===== src/sv/ubx_frame_receiver_assert.svh =====
// Assertion macros for the UBX frame receiver.
// Expects clk and rst_n in scope at the point of use.
`ifndef UBX_FRAME_RECEIVER_ASSERT_SVH
`define UBX_FRAME_RECEIVER_ASSERT_SVH

// Same-cycle implication, checked out of reset.
`define UBX_ASSERT_NOW(label, ante, cons) \
  label: assert property (@(posedge clk) disable iff (!rst_n) (ante) |-> (cons)) \
    else $error("ubx_frame_receiver: same-cycle check failed");

// Next-cycle implication, checked out of reset.
`define UBX_ASSERT_NEXT(label, ante, cons) \
  label: assert property (@(posedge clk) disable iff (!rst_n) (ante) |=> (cons)) \
    else $error("ubx_frame_receiver: next-cycle check failed");

`endif


===== src/sv/ubx_pkg.sv =====
// Types and constants for the UBX frame receiver.
// No dependencies.
package ubx_pkg;

  typedef enum logic [3:0] {
    PH_HUNT    = 4'd0,
    PH_SYNC2   = 4'd1,
    PH_CLASS   = 4'd2,
    PH_ID      = 4'd3,
    PH_LEN_LO  = 4'd4,
    PH_LEN_HI  = 4'd5,
    PH_PAYLOAD = 4'd6,
    PH_CK_A    = 4'd7,
    PH_CK_B    = 4'd8
  } phase_t;

  typedef logic [1:0] kind_t;

  localparam kind_t KIND_HEADER  = 2'd0;
  localparam kind_t KIND_PAYLOAD = 2'd1;
  localparam kind_t KIND_TRAILER = 2'd2;

  localparam logic [7:0]  SYNC_FIRST        = 8'hB5;
  localparam logic [7:0]  SYNC_SECOND       = 8'h62;
  localparam logic [15:0] MAX_PAYLOAD_RESET = 16'd100;

endpackage


===== src/sv/ubx_frame_receiver.sv =====
// UBX frame receiver: byte-wise sync hunt, header decode and payload split.
// Depends on ubx_pkg and ubx_frame_receiver_assert.svh.
//
// Usage:
//   in_*   : one received serial byte per word (in_rx_byte).
//   out_*  : header, payload byte or checksum trailer words; out_kind tells
//            which. Fields not used by a kind read as zero.
//   cfg_*  : cfg_wr_en writes cfg_wr_data into max_payload (reset 100).
//            The limit is sampled when the high length byte arrives.
// Output: a byte that yields a result shows it on out_valid in the cycle after
// it is accepted. Bytes for sync, class, id, low length and the first
// checksum byte yield no result, nor does a high length byte over the limit.
// Throughput: one byte per cycle while in_stall is low, set by the single
// output register; the phase machine itself never waits.
// Stall: in_stall rises only while a result sits in the output register and
// out_stall is high; the held word stays put until taken.
// Reset: synchronous, active low; returns to the sync hunt with an empty
// output register and the limit back at 100.
module ubx_frame_receiver
  import ubx_pkg::*;
(
  input  logic        clk,
  input  logic        rst_n,
  input  logic        cfg_wr_en,
  input  logic [15:0] cfg_wr_data,
  input  logic        in_valid,
  output logic        in_stall,
  input  logic [7:0]  in_rx_byte,
  output logic        out_valid,
  input  logic        out_stall,
  output logic [1:0]  out_kind,
  output logic [7:0]  out_msg_class,
  output logic [7:0]  out_msg_id,
  output logic [15:0] out_payload_len,
  output logic [15:0] out_payload_index,
  output logic [7:0]  out_data_byte,
  output logic [7:0]  out_check_a,
  output logic [7:0]  out_check_b,
  output logic        out_frame_end
);

`include "ubx_frame_receiver_assert.svh"

  phase_t      phase_r, phase_nxt;
  logic [7:0]  class_hold_r, class_hold_nxt;
  logic [7:0]  id_hold_r, id_hold_nxt;
  logic [15:0] length_hold_r, length_hold_nxt;
  logic [15:0] byte_count_r, byte_count_nxt;
  logic [7:0]  first_check_hold_r, first_check_hold_nxt;
  logic [15:0] max_payload_r;

  logic        out_valid_r, out_valid_nxt;
  kind_t       out_kind_r, out_kind_nxt;
  logic [7:0]  out_class_r, out_class_nxt;
  logic [7:0]  out_id_r, out_id_nxt;
  logic [15:0] out_len_r, out_len_nxt;
  logic [15:0] out_index_r, out_index_nxt;
  logic [7:0]  out_data_r, out_data_nxt;
  logic [7:0]  out_ck_a_r, out_ck_a_nxt;
  logic [7:0]  out_ck_b_r, out_ck_b_nxt;
  logic        out_end_r, out_end_nxt;

  logic        accept;
  logic [15:0] len_full;
  logic [16:0] count_inc;

  assign in_stall  = out_valid_r && out_stall;
  assign accept    = in_valid && !in_stall;
  assign len_full  = {in_rx_byte, length_hold_r[7:0]};
  assign count_inc = {1'b0, byte_count_r} + 17'd1;

  always_comb begin
    phase_nxt            = phase_r;
    class_hold_nxt       = class_hold_r;
    id_hold_nxt          = id_hold_r;
    length_hold_nxt      = length_hold_r;
    byte_count_nxt       = byte_count_r;
    first_check_hold_nxt = first_check_hold_r;

    // drop the held word once taken
    out_valid_nxt = out_valid_r && out_stall;
    out_kind_nxt  = out_kind_r;
    out_class_nxt = out_class_r;
    out_id_nxt    = out_id_r;
    out_len_nxt   = out_len_r;
    out_index_nxt = out_index_r;
    out_data_nxt  = out_data_r;
    out_ck_a_nxt  = out_ck_a_r;
    out_ck_b_nxt  = out_ck_b_r;
    out_end_nxt   = out_end_r;

    if (accept) begin
      case (phase_r)
        PH_HUNT: begin
          if (in_rx_byte == SYNC_FIRST) phase_nxt = PH_SYNC2;
        end
        PH_SYNC2: begin
          // a bad second sync byte is consumed, not rechecked
          phase_nxt = (in_rx_byte == SYNC_SECOND) ? PH_CLASS : PH_HUNT;
        end
        PH_CLASS: begin
          class_hold_nxt = in_rx_byte;
          phase_nxt      = PH_ID;
        end
        PH_ID: begin
          id_hold_nxt = in_rx_byte;
          phase_nxt   = PH_LEN_LO;
        end
        PH_LEN_LO: begin
          length_hold_nxt = {8'd0, in_rx_byte};
          phase_nxt       = PH_LEN_HI;
        end
        PH_LEN_HI: begin
          length_hold_nxt = len_full;
          if (len_full > max_payload_r) begin
            phase_nxt = PH_HUNT;
          end else begin
            byte_count_nxt = 16'd0;
            phase_nxt      = (len_full == 16'd0) ? PH_CK_A : PH_PAYLOAD;
            out_valid_nxt  = 1'b1;
            out_kind_nxt   = KIND_HEADER;
            out_class_nxt  = class_hold_r;
            out_id_nxt     = id_hold_r;
            out_len_nxt    = len_full;
            out_index_nxt  = 16'd0;
            out_data_nxt   = 8'd0;
            out_ck_a_nxt   = 8'd0;
            out_ck_b_nxt   = 8'd0;
            out_end_nxt    = 1'b0;
          end
        end
        PH_PAYLOAD: begin
          byte_count_nxt = count_inc[15:0];
          if (count_inc >= {1'b0, length_hold_r}) phase_nxt = PH_CK_A;
          out_valid_nxt = 1'b1;
          out_kind_nxt  = KIND_PAYLOAD;
          out_class_nxt = class_hold_r;
          out_id_nxt    = id_hold_r;
          out_len_nxt   = length_hold_r;
          out_index_nxt = byte_count_r;
          out_data_nxt  = in_rx_byte;
          out_ck_a_nxt  = 8'd0;
          out_ck_b_nxt  = 8'd0;
          out_end_nxt   = 1'b0;
        end
        PH_CK_A: begin
          first_check_hold_nxt = in_rx_byte;
          phase_nxt            = PH_CK_B;
        end
        PH_CK_B: begin
          phase_nxt     = PH_HUNT;
          out_valid_nxt = 1'b1;
          out_kind_nxt  = KIND_TRAILER;
          out_class_nxt = class_hold_r;
          out_id_nxt    = id_hold_r;
          out_len_nxt   = length_hold_r;
          out_index_nxt = 16'd0;
          out_data_nxt  = 8'd0;
          out_ck_a_nxt  = first_check_hold_r;
          out_ck_b_nxt  = in_rx_byte;
          out_end_nxt   = 1'b1;
        end
        default: begin
          phase_nxt = PH_HUNT;
        end
      endcase
    end
  end

  always_ff @(posedge clk) begin
    if (!rst_n) begin
      phase_r            <= PH_HUNT;
      class_hold_r       <= 8'd0;
      id_hold_r          <= 8'd0;
      length_hold_r      <= 16'd0;
      byte_count_r       <= 16'd0;
      first_check_hold_r <= 8'd0;
      max_payload_r      <= MAX_PAYLOAD_RESET;
      out_valid_r        <= 1'b0;
    end else begin
      phase_r            <= phase_nxt;
      class_hold_r       <= class_hold_nxt;
      id_hold_r          <= id_hold_nxt;
      length_hold_r      <= length_hold_nxt;
      byte_count_r       <= byte_count_nxt;
      first_check_hold_r <= first_check_hold_nxt;
      out_valid_r        <= out_valid_nxt;
      if (cfg_wr_en) max_payload_r <= cfg_wr_data;
    end
  end

  // result word: payload only, no reset
  always_ff @(posedge clk) begin
    out_kind_r  <= out_kind_nxt;
    out_class_r <= out_class_nxt;
    out_id_r    <= out_id_nxt;
    out_len_r   <= out_len_nxt;
    out_index_r <= out_index_nxt;
    out_data_r  <= out_data_nxt;
    out_ck_a_r  <= out_ck_a_nxt;
    out_ck_b_r  <= out_ck_b_nxt;
    out_end_r   <= out_end_nxt;
  end

  assign out_valid         = out_valid_r;
  assign out_kind          = out_kind_r;
  assign out_msg_class     = out_class_r;
  assign out_msg_id        = out_id_r;
  assign out_payload_len   = out_len_r;
  assign out_payload_index = out_index_r;
  assign out_data_byte     = out_data_r;
  assign out_check_a       = out_ck_a_r;
  assign out_check_b       = out_ck_b_r;
  assign out_frame_end     = out_end_r;

  `UBX_ASSERT_NOW(a_stall_only_when_full, in_stall, out_valid_r)
  `UBX_ASSERT_NOW(a_trailer_ends_frame, out_valid_r && (out_kind_r == KIND_TRAILER), out_end_r)
  `UBX_ASSERT_NOW(a_count_below_len, phase_r == PH_PAYLOAD, byte_count_r < length_hold_r)
  `UBX_ASSERT_NEXT(a_payload_emits, accept && (phase_r == PH_PAYLOAD), out_valid_r && (out_kind_r == KIND_PAYLOAD))

endmodule


===== config.mk =====
export PLATFORM = sky130hd
export DESIGN_NAME = ubx_frame_receiver
export DESIGN_NICKNAME = d
export VERILOG_FILES = /design/src/sv/ubx_pkg.sv /design/src/sv/ubx_frame_receiver.sv
export VERILOG_INCLUDE_DIRS = /design/src /design/src/sv
export SDC_FILE = /design/constraint.sdc
export NUM_CORES = 1
export LEC_CHECK = 0
export BUFFER_PORTS_ARGS = -buffer_cell sky130_fd_sc_hd__buf_2
export CAP_MARGIN = 30
export CORE_ASPECT_RATIO = 0.5
export CORE_UTILIZATION = 45
export CTS_BUF_LIST = sky130_fd_sc_hd__clkbuf_8
export DETAILED_ROUTE_END_ITERATION = 12
export PLACE_DENSITY_LB_ADDON = 0.15
export SYNTH_ARGS = -nofsm -noshare
export SYNTH_HDL_FRONTEND = slang
export SYNTH_SLANG_ARGS = --single-unit

===== constraint.sdc =====
create_clock -name clk -period 16.3 [get_ports clk]
set_input_delay 4.89 -clock clk [delete_from_list [all_inputs] [get_ports clk]]
set_output_delay 4.89 -clock clk [all_outputs]
set_load 0.005 [all_outputs]

==> results.py <==
metrics = {
    "global_routing": {
        "track_usage_pct": 20.17,
        "grt_overflow": 0,
        "grt_pass1_wl_mm": 23.74,
        "grt_max_degree": 57,
        "antenna_found_initial": 0,
        "first_global_vias": 4401,
    },
    "floorplanning": {
        "die_w_um": 176.6,
        "die_area_sq_um": 15780,
        "io_pins": 106,
        "initial_core_util_pct": 46.80,
        "core_sq_um": 14660,
        "die_y_um": 89.32,
        "rows": 31,
    },
    "setup_path": {
        "arrival_ps": 5250,
        "r2r_slack_ps": 12770,
        "reg2reg_depth": 12,
        "start_kind": "input port",
        "cp-end-kind": "output port",
        "cp.required_ps": 11410,
        "critical_path_class": "in -> out",
        "r2r_end": "phase_r[2]",
        "cp_max_fo": 4,
        "r2r_start": "byte_count_r[8]",
    },
    "sta": {
        "rsz0062_at_grt": "no",
        "layout_min_cycle_time_ps": 10140,
        "fmax_ghz": 0.09863,
        "slew_headroom_pct": 38.16,
        "final-hold-violation-count": 0,
        "setup_viol": 0,
        "slew_violations": 0,
        "finClkSkew_ps": 12.76,
        "finalCritPeriodShare_pct": 62.20,
        "holdWs_ps": 435.5,
        "worst_pin_slew_ps": 924.3,
        "finalSetupTns_ps": 0,
    },
    "pwr": {
        "p_comb_share_pct": 5.5,
        "clkPwrFrac_pct": 40.0,
        "leakagePower_uw": 0.003134,
        "p_sw_uw": 184.7,
        "p_sw_share_pct": 24.78,
        "power.density_nw_per_um2": 93.93,
        "peakVddDrop_mv": 0.04557,
        "pwr-share-seq_pct": 54.5,
        "p_total_uw": 745.4,
        "internal_power_uw": 560.6,
    },
    "worst_hold_path": {
        "hold_class": "reg -> reg",
        "min_to": "out_msg_id[7]",
        "hold_depth": 0,
        "hold_start": "id_hold_r[7]",
    },
    "logic_synthesis": {
        "synthDominantCellAreaShare_pct": 32.82,
        "synth.avg_cell_area_sq_um": 10.57,
        "synth_largest_area_cell": "edfxtp_1",
        "synthFlopType": "dfxtp_1",
        "synthArstFlopShare_pct": 0,
        "yosysSeqAreaShare_pct": 55.29,
        "ys_seq_elements": 152,
        "synth.area.top_cells": "edfxtp_1 (33%), dfxtp_1 (22%), ha_1 (6.0%), mux2i_1 (4.4%), and2_1 (3.6%)",
        "synth_cell_types": 57,
        "synth-warning-count": 0,
        "synth_edf_count": 75,
        "netlist_instances": 649,
        "synth_nets": 711,
        "synth_area_sq_um": 6862,
    },
    "route": {
        "ant_nets": 0,
        "vias": 5004,
        "wl_mm": 15.54,
        "drt-initial-drc-count": 393,
        "avgRoutedWirePerCell_um": 16.35,
        "dr.pass1.iters": 5,
        "drc": 0,
        "viasPerCell": 5.267,
    },
    "cts": {
        "cts_tree": "yes",
        "clockBufferDepth": 2,
        "cts_resized": 0,
        "htreeDepth": 4,
        "cts_buffers": 17,
        "clkSinkCount": 152,
        "ctsHoldBuffers": 0,
        "cts-root-buf": "clkbuf_8",
        "cts.repair_timing.setup_buffer_count": 0,
        "clk_pin_slew_ps": 80,
        "clock_latency_ps": 450,
    },
    "placed_design": {
        "hpwl_mm": 10.77,
        "gp_congestion": 0.8348,
        "port_buffers": 105,
    },
    "cells_and_area": {
        "syn_to_final_growth_pct": 15.65,
        "nNetsFinal": 802,
        "fill_cells": 1325,
        "final_common_cell": "buf_2",
        "antennaDiodeCount": 0,
        "final_layout_size_suffix_gt1_share_pct": 21.14,
        "final_cell_mix": "buf_2 (105), dfxtp_1 (77), edfxtp_1 (75)",
    },
    "outcome": {
        "status": "completed",
    },
    "job": {
        "drv_cap": 0,
    },
}
kinds of logic after synthesis:
| family | after synthesis | synth area share (%) |
|---|---|---|
| buf+inv | 72 | 4.358 |
| simple gates | 232 | 17.38 |
| flops | 152 | 55.29 |
| fa+ha+maj | 33 | 6.018 |
| mux | 30 | 4.376 |
| xor+xnor | 13 | 1.659 |
| compound gates | 117 | 10.92 |
registers in the layout, indices dropped and copies added (netlist names), 2 cells and up:
register	count
out_msg_class	8
first_check_hold_r	8
byte_count_r	16
class_hold_r	8
out_payload_index	16
max_payload_r	16
out_data_byte	8
id_hold_r	8
out_check_b	8
out_payload_len	16
out_check_a	8
phase_r	4
out_msg_id	8
out_kind	2
length_hold_r	16
per-stage QoR:
stage | utilization [%] | cell area (sq um) | std cells | worst slack [ps]
after floorplan | - | 6862 | 649 | 6388
after global placement | 51.19 | 7505 | 918 | 6171
after detailed placement | 51.19 | 7505 | 918 | 6163
after CTS | 53.99 | 7915 | 949 | 6162
after global routing | 54.12 | 7935 | 950 | 6127
final | 54.12 | 7935 | 950 | 6161
cell usage after synthesis (3+ instances only):
library cell,count
dfxtp_1,77
edfxtp_1,75
nand2_1,60
nor2_1,51
a21oi_1,45
and2_1,40
inv_1,34
ha_1,33
mux2i_1,30
clkbuf_1,28
o21ai_1,28
nand3_1,26
o21ai_0,13
o211ai_1,11
nand4_1,8
and3_1,7
xor2_1,7
or3_1,6
xnor2_1,6
buf_2,5
nand3b_1,5
nor2b_1,4
nand2b_1,3
nand4b_1,3
nor4_1,3
power groups by stage:
stage / Sequential (uW) / Combinational, uW / Clock (uW)
finish: 406 / 41.0 / 298
floorplan: 412 / 29.5 / 0
global placement: 415 / 39.3 / 0
CTS: 406 / 40.7 / 304
detailed placement: 415 / 40.5 / 0
global route: 407 / 45.1 / 322
critical path: stages:
cell and delay [ps]:
buf_2 90, nand2_1 100, inv_1 50, buf_2 120
layout make-up:
cell class / instances / area, sq um / area share (%)
multi-input cells: 425 / 2784 / 35.08
inverters: 35 / 131.4 / 1.656
well taps: 198 / 247.7 / 3.122
clock inverters: 13 / 162.7 / 2.050
flip-flops and latches: 152 / 3794 / 47.81
repair buffers: 109 / 568.0 / 7.159
clock buffers: 18 / 247.7 / 3.122
routing by layer:
layer	up-vias	GRT usage, %	share of wire, %
li1	2481	-	-
met1	2360	29.80	52
met2	154	29.27	41
met3	9	5.272	6.2
met4	0	4.937	0.77
met5	-	0	0
worst max-delay path by stage:
stage | start | to | slack (ps) | cells past startpoint
5_1_grt | out_stall | in_stall | 6130 | 4
3_3_place_gp | out_stall | in_stall | 6170 | 4
6_report | out_stall | in_stall | 6160 | 4
3_5_place_dp | out_stall | in_stall | 6160 | 4
2_1_floorplan | out_stall | in_stall | 6390 | 2
4_1_cts | out_stall | in_stall | 6160 | 4
Power figures use the tool's default switching activity.
